**config.mk**
```make
export PLATFORM = sky130hd
export DESIGN_NAME = bspline_knot_table
export DESIGN_NICKNAME = d
export VERILOG_FILES = /design/src/sv/bkt_pkg.sv /design/src/sv/bkt_cmp.sv /design/src/sv/bspline_knot_table.sv
export SDC_FILE = /design/constraint.sdc
export NUM_CORES = 2
export LEC_CHECK = 0
export BUFFER_PORTS_ARGS = -buffer_cell sky130_fd_sc_hd__buf_4
export CORE_AREA = 2 2 600 602
export DETAILED_ROUTE_END_ITERATION = 16
export DIE_AREA = 0 0 602 604
export PLACE_DENSITY = 0.43
export SLEW_MARGIN = 10
export SYNTH_ARGS = -nofsm -noshare
export SYNTH_HDL_FRONTEND = slang
export SYNTH_SLANG_ARGS = --single-unit
```
**constraint.sdc**
```tcl
create_clock -name clk -period 18 [get_ports clk]
set_input_delay 5.4 -clock clk [delete_from_list [all_inputs] [get_ports clk]]
set_output_delay 5.4 -clock clk [all_outputs]
set_load 0.005 [all_outputs]
```
**src/sv/bkt_pkg.sv**
```systemverilog
// shared types, codes and constants of the knot table
package bkt_pkg;

    localparam int DEF_TABLE_DEPTH = 64;
    localparam int DEF_MAX_DEGREE  = 7;
    localparam int DEF_KNOT_BITS   = 32;

    localparam int KIND_W     = 3;
    localparam int COUNT_W    = 3;
    localparam int STATUS_W   = 2;
    localparam int SPAN_W     = 9;
    localparam int MULT_OUT_W = 3;
    localparam int TOTAL_W    = 9;
    localparam int UNIQUE_W   = 7;
    localparam int OUT_DATA_W = 32;

    localparam int DEGREE_W = 3;
    localparam int TOL_W    = 16;
    localparam int CFG_IDX_W = 1;
    localparam int CFG_DATA_W = 16;

    localparam logic [CFG_IDX_W-1:0] REG_DEGREE    = 1'b0;
    localparam logic [CFG_IDX_W-1:0] REG_TOLERANCE = 1'b1;

    localparam logic [KIND_W-1:0] KIND_INSERT = 3'd0;
    localparam logic [KIND_W-1:0] KIND_REMOVE = 3'd1;
    localparam logic [KIND_W-1:0] KIND_DELETE = 3'd2;
    localparam logic [KIND_W-1:0] KIND_FIND   = 3'd3;
    localparam logic [KIND_W-1:0] KIND_CLEAR  = 3'd4;

    localparam logic [STATUS_W-1:0] STAT_OK        = 2'd0;
    localparam logic [STATUS_W-1:0] STAT_NOT_FOUND = 2'd1;
    localparam logic [STATUS_W-1:0] STAT_FULL      = 2'd2;
    localparam logic [STATUS_W-1:0] STAT_RANGE     = 2'd3;

    localparam logic [DEGREE_W-1:0] DEGREE_RESET = 3'd3;
    localparam logic [TOL_W-1:0]    TOL_RESET    = 16'd1;

    typedef struct packed {
        logic lt;
        logic gt;
        logic near;
        logic far;
    } cmp_res_t;

endpackage

```
**src/sv/bkt_cmp.sv**
```systemverilog
// shared knot compare unit: order and distance against tolerance
module bkt_cmp #(
    parameter int KNOT_BITS = bkt_pkg::DEF_KNOT_BITS
) (
    input  logic signed [KNOT_BITS-1:0] a,
    input  logic signed [KNOT_BITS-1:0] b,
    input  logic [bkt_pkg::TOL_W-1:0]   tol,
    output bkt_pkg::cmp_res_t           res
);

    logic [KNOT_BITS-1:0] abs_diff;
    logic [KNOT_BITS-1:0] tol_ext;

    always_comb
    begin
        tol_ext = KNOT_BITS'(tol);
        if (a >= b)
        begin
            abs_diff = KNOT_BITS'(a - b);
        end
        else
        begin
            abs_diff = KNOT_BITS'(b - a);
        end
        res.lt   = (a < b);
        res.gt   = (a > b);
        res.near = (abs_diff < tol_ext);
        res.far  = (abs_diff > tol_ext);
    end

endmodule

```
**src/sv/bspline_knot_table.sv**
```systemverilog
// knot table top level: sequencer, knot memory and result register
//
//  channel  | signals                         | contents
//  ---------+---------------------------------+---------------------------------
//  s_axis   | tvalid tready tdata tuser       | operation on the table
//  m_axis   | tvalid tready tdata tuser       | status and table counts
//  cfg      | valid ready index data          | degree, tolerance writes
//
// one transaction at a time; find span, insert, remove and delete walk the
// table one memory entry at a time through a single read port (a read
// state, then a use state, per entry visited)
// insert, remove and delete may shift entries, then rescan the table to rebuild the sum
// reset empties the table; memory contents are not cleared
// a finished result waits in the output register while the next one is taken
module bspline_knot_table #(
    parameter int TABLE_DEPTH = bkt_pkg::DEF_TABLE_DEPTH,
    parameter int MAX_DEGREE  = bkt_pkg::DEF_MAX_DEGREE,
    parameter int KNOT_BITS   = bkt_pkg::DEF_KNOT_BITS
) (
    input  logic clk,
    input  logic rst_n,
    input  logic s_axis_tvalid,
    output logic s_axis_tready,
    // knot_value, count, zero pad
    input  logic [((KNOT_BITS + bkt_pkg::COUNT_W + 7) / 8) * 8 - 1:0] s_axis_tdata,
    // kind
    input  logic [bkt_pkg::KIND_W-1:0] s_axis_tuser,
    output logic m_axis_tvalid,
    input  logic m_axis_tready,
    // span_index, multiplicity, total_knots, unique_knots, zero pad
    output logic [bkt_pkg::OUT_DATA_W-1:0] m_axis_tdata,
    // status
    output logic [bkt_pkg::STATUS_W-1:0] m_axis_tuser,
    input  logic cfg_valid,
    output logic cfg_ready,
    input  logic [bkt_pkg::CFG_IDX_W-1:0] cfg_index,
    input  logic [bkt_pkg::CFG_DATA_W-1:0] cfg_data
);

    localparam int AW = $clog2(TABLE_DEPTH);
    localparam int NW = $clog2(TABLE_DEPTH + 1);
    localparam int MW = $clog2(MAX_DEGREE + 1);
    localparam int EW = $clog2(TABLE_DEPTH * MAX_DEGREE + 1);
    localparam int SW = EW + 2;
    localparam int WW = MW + KNOT_BITS;
    localparam int XW = MW + 3;

    localparam logic [4:0] ST_IDLE = 5'd0;
    localparam logic [4:0] ST_RD0  = 5'd1;
    localparam logic [4:0] ST_US0  = 5'd2;
    localparam logic [4:0] ST_RDL  = 5'd3;
    localparam logic [4:0] ST_USL  = 5'd4;
    localparam logic [4:0] ST_SCR  = 5'd5;
    localparam logic [4:0] ST_SCU  = 5'd6;
    localparam logic [4:0] ST_CALC = 5'd7;
    localparam logic [4:0] ST_SLR  = 5'd8;
    localparam logic [4:0] ST_SLU  = 5'd9;
    localparam logic [4:0] ST_DEC  = 5'd10;
    localparam logic [4:0] ST_SHR  = 5'd11;
    localparam logic [4:0] ST_SHU  = 5'd12;
    localparam logic [4:0] ST_PUT  = 5'd13;
    localparam logic [4:0] ST_FX0  = 5'd14;
    localparam logic [4:0] ST_FXR  = 5'd15;
    localparam logic [4:0] ST_FXU  = 5'd16;
    localparam logic [4:0] ST_OUT  = 5'd17;

    logic [WW-1:0] mem [TABLE_DEPTH];
    logic [WW-1:0] rdata_reg;
    logic          we;
    logic [AW-1:0] waddr;
    logic [WW-1:0] wdata;
    logic [AW-1:0] raddr;

    logic [4:0] state_reg, state_next;
    logic [bkt_pkg::KIND_W-1:0] kind_reg, kind_next;
    logic signed [KNOT_BITS-1:0] u_reg, u_next;
    logic [bkt_pkg::COUNT_W-1:0] c_reg, c_next;
    logic [NW-1:0] n_reg, n_next;
    logic [EW-1:0] exp_reg, exp_next;
    logic [NW-1:0] idx_reg, idx_next;
    logic [EW-1:0] le_reg, le_next;
    logic [NW-1:0] lt_reg, lt_next;
    logic [EW-1:0] cum_reg, cum_next;
    logic [EW-1:0] s_reg, s_next;
    logic found_reg, found_next;
    logic slot_ok_reg, slot_ok_next;
    logic [NW-1:0] slot_reg, slot_next;
    logic [MW-1:0] slot_mult_reg, slot_mult_next;
    logic signed [KNOT_BITS-1:0] slot_knot_reg, slot_knot_next;
    logic up_reg, up_next;
    logic clamp_reg, clamp_next;
    logic [EW-1:0] sum_reg, sum_next;
    logic [bkt_pkg::STATUS_W-1:0] status_reg, status_next;
    logic [MW-1:0] mult_reg, mult_next;
    logic [bkt_pkg::DEGREE_W-1:0] degree_reg;
    logic [bkt_pkg::TOL_W-1:0] tol_reg;
    logic m_valid_reg;
    logic [bkt_pkg::OUT_DATA_W-1:0] m_data_reg;
    logic [bkt_pkg::STATUS_W-1:0] m_user_reg;
    logic load_out;

    logic [3:0] d4;
    logic [MW-1:0] d_eff;
    logic signed [KNOT_BITS-1:0] rd_knot;
    logic [MW-1:0] rd_mult;
    bkt_pkg::cmp_res_t cmp;
    logic [NW-1:0] n_last;
    logic signed [SW-1:0] le_s, hi_s, lo_s, em1_s, s_cl;
    logic [XW-1:0] c_ext, d_ext, sum_x;
    logic [MW-1:0] m_fix;

    bkt_cmp #(
        .KNOT_BITS(KNOT_BITS)
    ) u_cmp (
        .a   (u_reg),
        .b   (rd_knot),
        .tol (tol_reg),
        .res (cmp)
    );

    always_ff @(posedge clk)
    begin
        if (we)
        begin
            mem[waddr] <= wdata;
        end
        rdata_reg <= mem[raddr];
    end

    assign cfg_ready     = 1'b1;
    assign s_axis_tready = (state_reg == ST_IDLE);
    assign m_axis_tvalid = m_valid_reg;
    assign m_axis_tdata  = m_data_reg;
    assign m_axis_tuser  = m_user_reg;

    assign rd_knot = $signed(rdata_reg[KNOT_BITS-1:0]);
    assign rd_mult = rdata_reg[WW-1:KNOT_BITS];
    assign n_last  = n_reg - NW'(1);

    always_comb
    begin
        d4 = {1'b0, degree_reg};
        if (d4 == 4'd0)
        begin
            d4 = 4'd1;
        end
        if (d4 > 4'(MAX_DEGREE))
        begin
            d4 = 4'(MAX_DEGREE);
        end
        d_eff = d4[MW-1:0];
    end

    always_comb
    begin
        le_s  = $signed({2'b00, le_reg}) - $signed(SW'(1));
        hi_s  = $signed({2'b00, exp_reg}) - $signed(SW'(d_eff)) - $signed(SW'(1));
        lo_s  = $signed(SW'(d_eff)) - $signed(SW'(1));
        em1_s = $signed({2'b00, exp_reg}) - $signed(SW'(1));
        s_cl  = le_s;
        if (s_cl > hi_s)
        begin
            s_cl = hi_s;
        end
        if (s_cl < lo_s)
        begin
            s_cl = lo_s;
        end
        if (s_cl > em1_s)
        begin
            s_cl = em1_s;
        end
        if (s_cl < $signed(SW'(0)))
        begin
            s_cl = '0;
        end
    end

    assign c_ext = XW'(c_reg);
    assign d_ext = XW'(d_eff);
    assign sum_x = XW'(slot_mult_reg) + c_ext;

    always_comb
    begin
        m_fix = rd_mult;
        if (clamp_reg)
        begin
            if (idx_reg == NW'(0) || idx_reg == n_last)
            begin
                m_fix = d_eff;
            end
            else if (rd_mult > d_eff)
            begin
                m_fix = d_eff;
            end
        end
    end

    always_comb
    begin
        state_next     = state_reg;
        kind_next      = kind_reg;
        u_next         = u_reg;
        c_next         = c_reg;
        n_next         = n_reg;
        exp_next       = exp_reg;
        idx_next       = idx_reg;
        le_next        = le_reg;
        lt_next        = lt_reg;
        cum_next       = cum_reg;
        s_next         = s_reg;
        found_next     = found_reg;
        slot_ok_next   = slot_ok_reg;
        slot_next      = slot_reg;
        slot_mult_next = slot_mult_reg;
        slot_knot_next = slot_knot_reg;
        up_next        = up_reg;
        clamp_next     = clamp_reg;
        sum_next       = sum_reg;
        status_next    = status_reg;
        mult_next      = mult_reg;
        we             = 1'b0;
        waddr          = idx_reg[AW-1:0];
        wdata          = rdata_reg;
        raddr          = idx_reg[AW-1:0];
        load_out       = 1'b0;

        case (state_reg)
            ST_IDLE:
            begin
                if (s_axis_tvalid)
                begin
                    kind_next    = s_axis_tuser;
                    u_next       = $signed(s_axis_tdata[KNOT_BITS-1:0]);
                    c_next       = s_axis_tdata[KNOT_BITS +: bkt_pkg::COUNT_W];
                    if (s_axis_tdata[KNOT_BITS +: bkt_pkg::COUNT_W] == '0)
                    begin
                        c_next = bkt_pkg::COUNT_W'(1);
                    end
                    status_next  = bkt_pkg::STAT_OK;
                    s_next       = '0;
                    mult_next    = '0;
                    found_next   = 1'b0;
                    slot_ok_next = 1'b0;
                    lt_next      = '0;
                    if (s_axis_tuser == bkt_pkg::KIND_CLEAR)
                    begin
                        n_next     = '0;
                        exp_next   = '0;
                        state_next = ST_OUT;
                    end
                    else if (s_axis_tuser > bkt_pkg::KIND_CLEAR)
                    begin
                        state_next = ST_OUT;
                    end
                    else if (n_reg == '0)
                    begin
                        state_next = ST_DEC;
                    end
                    else
                    begin
                        state_next = ST_RD0;
                    end
                end
            end
            ST_RD0:
            begin
                raddr      = '0;
                state_next = ST_US0;
            end
            ST_US0:
            begin
                if (cmp.lt && cmp.far)
                begin
                    lt_next    = '0;
                    state_next = ST_DEC;
                end
                else
                begin
                    state_next = ST_RDL;
                end
            end
            ST_RDL:
            begin
                raddr      = n_last[AW-1:0];
                state_next = ST_USL;
            end
            ST_USL:
            begin
                if (cmp.gt && cmp.far)
                begin
                    lt_next    = n_reg;
                    state_next = ST_DEC;
                end
                else if (cmp.near)
                begin
                    found_next     = 1'b1;
                    slot_ok_next   = 1'b1;
                    slot_next      = n_last;
                    slot_mult_next = rd_mult;
                    slot_knot_next = rd_knot;
                    s_next         = (hi_s < $signed(SW'(0))) ? '0 : hi_s[EW-1:0];
                    state_next     = ST_DEC;
                end
                else
                begin
                    idx_next   = '0;
                    le_next    = '0;
                    lt_next    = '0;
                    state_next = ST_SCR;
                end
            end
            ST_SCR:
            begin
                state_next = ST_SCU;
            end
            ST_SCU:
            begin
                if (!cmp.lt)
                begin
                    le_next = le_reg + EW'(rd_mult);
                end
                if (cmp.gt)
                begin
                    lt_next = lt_reg + NW'(1);
                end
                if (idx_reg == n_last)
                begin
                    state_next = ST_CALC;
                end
                else
                begin
                    idx_next   = idx_reg + NW'(1);
                    state_next = ST_SCR;
                end
            end
            ST_CALC:
            begin
                s_next     = s_cl[EW-1:0];
                idx_next   = '0;
                cum_next   = '0;
                state_next = ST_SLR;
            end
            ST_SLR:
            begin
                state_next = ST_SLU;
            end
            ST_SLU:
            begin
                if (idx_reg == n_last ||
                    ({1'b0, s_reg} < ({1'b0, cum_reg} + (EW + 1)'(rd_mult))))
                begin
                    found_next     = 1'b1;
                    slot_ok_next   = cmp.near;
                    slot_next      = idx_reg;
                    slot_mult_next = rd_mult;
                    slot_knot_next = rd_knot;
                    state_next     = ST_DEC;
                end
                else
                begin
                    cum_next   = cum_reg + EW'(rd_mult);
                    idx_next   = idx_reg + NW'(1);
                    state_next = ST_SLR;
                end
            end
            ST_DEC:
            begin
                case (kind_reg)
                    bkt_pkg::KIND_FIND:
                    begin
                        if (!found_reg)
                        begin
                            status_next = bkt_pkg::STAT_RANGE;
                            s_next      = '0;
                        end
                        else
                        begin
                            mult_next = slot_ok_reg ? slot_mult_reg : '0;
                        end
                        state_next = ST_OUT;
                    end
                    bkt_pkg::KIND_INSERT:
                    begin
                        s_next = '0;
                        if (found_reg && slot_ok_reg)
                        begin
                            we         = 1'b1;
                            waddr      = slot_reg[AW-1:0];
                            wdata      = {(sum_x > d_ext) ? d_eff : sum_x[MW-1:0],
                                          slot_knot_reg};
                            clamp_next = 1'b1;
                            state_next = ST_FX0;
                        end
                        else if (n_reg >= NW'(TABLE_DEPTH))
                        begin
                            status_next = bkt_pkg::STAT_FULL;
                            state_next  = ST_OUT;
                        end
                        else if (n_reg > lt_reg)
                        begin
                            idx_next   = n_last;
                            up_next    = 1'b1;
                            state_next = ST_SHR;
                        end
                        else
                        begin
                            state_next = ST_PUT;
                        end
                    end
                    bkt_pkg::KIND_REMOVE, bkt_pkg::KIND_DELETE:
                    begin
                        s_next     = '0;
                        clamp_next = 1'b0;
                        if (!(found_reg && slot_ok_reg))
                        begin
                            status_next = bkt_pkg::STAT_NOT_FOUND;
                            state_next  = ST_OUT;
                        end
                        else if (kind_reg == bkt_pkg::KIND_DELETE ||
                                 c_ext >= XW'(slot_mult_reg))
                        begin
                            if ((slot_reg + NW'(1)) < n_reg)
                            begin
                                idx_next   = slot_reg + NW'(1);
                                up_next    = 1'b0;
                                state_next = ST_SHR;
                            end
                            else
                            begin
                                n_next     = n_last;
                                state_next = ST_FX0;
                            end
                        end
                        else
                        begin
                            we         = 1'b1;
                            waddr      = slot_reg[AW-1:0];
                            wdata      = {slot_mult_reg - c_ext[MW-1:0], slot_knot_reg};
                            state_next = ST_FX0;
                        end
                    end
                    default:
                    begin
                        state_next = ST_OUT;
                    end
                endcase
            end
            ST_SHR:
            begin
                state_next = ST_SHU;
            end
            ST_SHU:
            begin
                we    = 1'b1;
                wdata = rdata_reg;
                if (up_reg)
                begin
                    waddr = AW'(idx_reg + NW'(1));
                    if (idx_reg == lt_reg)
                    begin
                        state_next = ST_PUT;
                    end
                    else
                    begin
                        idx_next   = idx_reg - NW'(1);
                        state_next = ST_SHR;
                    end
                end
                else
                begin
                    waddr = AW'(idx_reg - NW'(1));
                    if (idx_reg == n_last)
                    begin
                        n_next     = n_last;
                        state_next = ST_FX0;
                    end
                    else
                    begin
                        idx_next   = idx_reg + NW'(1);
                        state_next = ST_SHR;
                    end
                end
            end
            ST_PUT:
            begin
                we         = 1'b1;
                waddr      = lt_reg[AW-1:0];
                wdata      = {(c_ext > d_ext) ? d_eff : c_ext[MW-1:0], u_reg};
                n_next     = n_reg + NW'(1);
                clamp_next = 1'b1;
                state_next = ST_FX0;
            end
            ST_FX0:
            begin
                idx_next = '0;
                sum_next = '0;
                if (n_reg == '0)
                begin
                    exp_next   = '0;
                    state_next = ST_OUT;
                end
                else
                begin
                    state_next = ST_FXR;
                end
            end
            ST_FXR:
            begin
                state_next = ST_FXU;
            end
            ST_FXU:
            begin
                we       = clamp_reg;
                wdata    = {m_fix, rd_knot};
                sum_next = sum_reg + EW'(m_fix);
                if (idx_reg == n_last)
                begin
                    exp_next   = sum_reg + EW'(m_fix);
                    state_next = ST_OUT;
                end
                else
                begin
                    idx_next   = idx_reg + NW'(1);
                    state_next = ST_FXR;
                end
            end
            ST_OUT:
            begin
                if (!m_valid_reg || m_axis_tready)
                begin
                    load_out   = 1'b1;
                    state_next = ST_IDLE;
                end
            end
            default:
            begin
                state_next = ST_IDLE;
            end
        endcase
    end

    always_ff @(posedge clk or negedge rst_n)
    begin
        if (!rst_n)
        begin
            state_reg   <= ST_IDLE;
            n_reg       <= '0;
            exp_reg     <= '0;
            degree_reg  <= bkt_pkg::DEGREE_RESET;
            tol_reg     <= bkt_pkg::TOL_RESET;
            m_valid_reg <= 1'b0;
        end
        else
        begin
            state_reg <= state_next;
            n_reg     <= n_next;
            exp_reg   <= exp_next;
            if (cfg_valid && cfg_ready)
            begin
                case (cfg_index)
                    bkt_pkg::REG_DEGREE:
                    begin
                        degree_reg <= cfg_data[bkt_pkg::DEGREE_W-1:0];
                    end
                    bkt_pkg::REG_TOLERANCE:
                    begin
                        tol_reg <= cfg_data[bkt_pkg::TOL_W-1:0];
                    end
                    default:
                    begin
                        degree_reg <= degree_reg;
                    end
                endcase
            end
            if (load_out)
            begin
                m_valid_reg <= 1'b1;
            end
            else if (m_axis_tready)
            begin
                m_valid_reg <= 1'b0;
            end
        end
    end

    always_ff @(posedge clk)
    begin
        kind_reg      <= kind_next;
        u_reg         <= u_next;
        c_reg         <= c_next;
        idx_reg       <= idx_next;
        le_reg        <= le_next;
        lt_reg        <= lt_next;
        cum_reg       <= cum_next;
        s_reg         <= s_next;
        found_reg     <= found_next;
        slot_ok_reg   <= slot_ok_next;
        slot_reg      <= slot_next;
        slot_mult_reg <= slot_mult_next;
        slot_knot_reg <= slot_knot_next;
        up_reg        <= up_next;
        clamp_reg     <= clamp_next;
        sum_reg       <= sum_next;
        status_reg    <= status_next;
        mult_reg      <= mult_next;
        if (load_out)
        begin
            m_user_reg <= status_reg;
            m_data_reg <= {4'b0000,
                           bkt_pkg::UNIQUE_W'(n_reg),
                           bkt_pkg::TOTAL_W'(exp_reg),
                           bkt_pkg::MULT_OUT_W'(mult_reg),
                           bkt_pkg::SPAN_W'(s_reg)};
        end
    end

endmodule
```
==> reports/results.ini <==
[sta]
fin_crit_ps=9850
finalSetupViolCount=0
clock_skew_ps=58.2
tightest_slew_ps=1270
finalMaxSlewViolations=0
hold-worst-slack_ps=420
max_freq_mhz=101
rsz0062_at_grt=false
finalHoldViolCount=0
period_share_pct=54.7
slew_headroom_pct=15.0
tns_ps=0
setup_ws_ps=8150

[setup_path]
end_kind=flop
cp.required_ps=18690
critical_path.max_fanout=20
slowest_delay_ps=610
crit_start=degree_reg[1]$_DFFE_PN1P_
cp_slowest_cell=dfstp_2
r2r_slack_ps=8150
reg2reg_depth=42
cp_data_arrival_time_ps=10550
r2r-end=s_reg[6]$_DFFE_PP_
crit_buf_inv=4
crit_type=flop to flop
cpMostUsedCell=a21o_1
critPathLaunchType=flop
cp_top_family=compound AO/OA/AOI/OAI gates
r2r_start=degree_reg[1]$_DFFE_PN1P_

[job]
drv_cap=0

[yosys]
ys_types=90
syn_avg_cell_area_sq_um=12.3
synth_ff_type=edfxtp_1
synth-seq-area-share_pct=69.5
netlist_area_sq_mm=0.107
synth_edf_count=2409
synthArstFlopShare_pct=1.65
synth_seq_cells=2485
syn_inst=8692
yosys_warnings=0

[placement]
numPortBuffers=91
pre_cts_slack_ps=8030
gp_congestion=0.835
place_hpwl_mm=193
dp_cells=13200

[floorplanning]
dieHeight_um=604
die_x_um=602
start_util_pct=29.8
fp.coreArea_sq_mm=0.358
num_io_pins=102
row_count=220
dieArea_sq_mm=0.364

[cts]
cts_buffer_depth=4
cts_tree=done
path_clk_slew_ps=60
cts_root_buffer=clkbuf_16
h-tree-depth=5
post_cts_buffers=0
ctsResizeCount=0
cts_made_buffers=282
insertion_delay_ps=910
cts_hold_buf=0
clock_sink_count=2485

[layout]
drive_above_1_share_pct=9.75
area_growth_pct=14.8
layout_commonest_cell=edfxtp_1
instances_no_fill=13700
fillers=35000
largest_reg_flops=2240
fin_nets=8955
layout_common_cells=edfxtp_1, nand2_1, nand3_1

[min_path]
hold_class=flop to flop
min_from=status_reg[1]$_SDFFCE_PN0P_
hold_depth=0
min_to=m_axis_tuser[1]$_DFFE_PP_

[global_routing]
grt_pass1_vias=69300
grt_usage_pct=18.7
grt_max_degree=133
grt_overflow=0
grt_busiest_layer=met2
grt_pass1_wl_mm=501
use_met1_pct=26.1
use_met3_pct=2.14
use_met2_pct=30.6
antenna_found_initial=10

[run_status]
status=finished, final reports clean

[drt]
firstDrtPassIters=6
final_antenna_net_count=0
avgRoutedWirePerCell_um=25.4
drt_wl_total_mm=348
drt-vias-per-instance=5.17
num_vias=71000
drtIter0Drc=6794
drc_errors=0

[power_and_ir_drop]
max-vdd-ir-drop_uv=142
power.total_w=0.0256
cellPowerDensity_mw_per_mm2=209
p_leak_nw=42.3

## synth_stat cells (all sizes together) (8+ instances only)
cell type  number  area, sq um
mux2           24          270
a211oi        121          908
a221oi          9         78.8
mux2i          18          180
a311oi        423         3700
clkbuf        501         1880
o211ai         15          123
nor4           13          100
o21bai         12         90.1
a21o           40          300
nand2        2400         9010
a31oi         154          963
and3          297         1860
a21oi         294         1480
or3            16          100
nand2b         17          106
nor3           39          195
dfrtp          38          951
o22ai          17          106
nand4          40          263
inv           188          706
buf            93          448
o21ai         131          659
xor2           44          385
a222oi         33          330
nor3b           8         60.1
dfxtp          35          701
nor2          238          893
fa              8          160
ha            169         2110
o21a           30          233
nor2b          27          169
and2            9         56.3
a211o          13          114
nand3         604         3030
edfxtp       2409        72300
xnor2          64          561
## how the worst max path moves through the flow
stage / endpoint / slack (ps) / depth (start not counted)
final: s_reg[6]$_DFFE_PP_ / 8150 / 42
after global routing: s_reg[6]$_DFFE_PP_ / 7410 / 42
after CTS: s_reg[6]$_DFFE_PP_ / 7990 / 42
after detailed placement: s_reg[7]$_DFFE_PP_ / 8030 / 42
after global placement: s_reg[6]$_DFFE_PP_ / 7820 / 42
after floorplan: s_reg[2]$_DFFE_PP_ / 9280 / 43
## routing by layer
metal  part of all wire [%]  wire length, um  up-vias
li1                       -                -    32200
met1                     45           158000    36300
met2                     47           164000     2015
met3                    5.0            17500      439
met4                    2.6             9080        0
met5                      0                0        -
## logic make-up (layout without fill, tap and decap cells)
family / Yosys count / in the layout / share of synthesized area (%)
adders and majority gates: 178 / 178 / 2.14
and+or+nand+nor: 3729 / 3729 / 15.0
DFF: 2485 / 2485 / 69.5
muxes: 42 / 42 / 0.423
other: 2 / 22 / 0.00705
buffers and inverters: 782 / 1024 / 2.85
AOI/OAI and AO/OA: 1366 / 1366 / 9.17
xor gates and xnor gates: 108 / 108 / 0.888
## cell type report
type	count	area, sq um	share of cell area, %
diodes	9	22.5	0.0184
repair buffers	320	2560	2.10
clock buffers	351	7440	6.08
clock inverters	165	1450	1.19
flip-flops and latches	2485	74100	60.5
inverters	188	707	0.578
multi-input cells	5436	30100	24.6
well taps	4773	5970	4.88
## worst reg2reg max path: cells and delay by family, from the launching register on
family                   cells  cell delay (ps)
flip-flops                   1              610
multiplexers                 2              730
AND/OR/NAND/NOR              7              800
adder cells (fa/ha/maj)      6             1880
AO/OA/AOI/OAI               23             4900
buffers and inverters        4              710
## through the flow
step           util, %  area, sq um
2_1_floorplan        -       107000
3_3_place_gp      31.7       113000
3_5_place_dp      31.7       113000
4_1_cts           34.2       122000
5_1_grt           34.2       122000
6_report          34.2       122000
## power by group
| group | switching, W | internal, W | leakage, nW |
|---|---|---|---|
| clock | 0.00241 | 0.00316 | 4.31 |
| combinational | 0.00878 | 0.00327 | 15.5 |
| sequential | 0.000279 | 0.00766 | 22.5 |
| total | 0.0115 | 0.0141 | 42.3 |
Note: power is estimated with default switching activity, not from simulation.
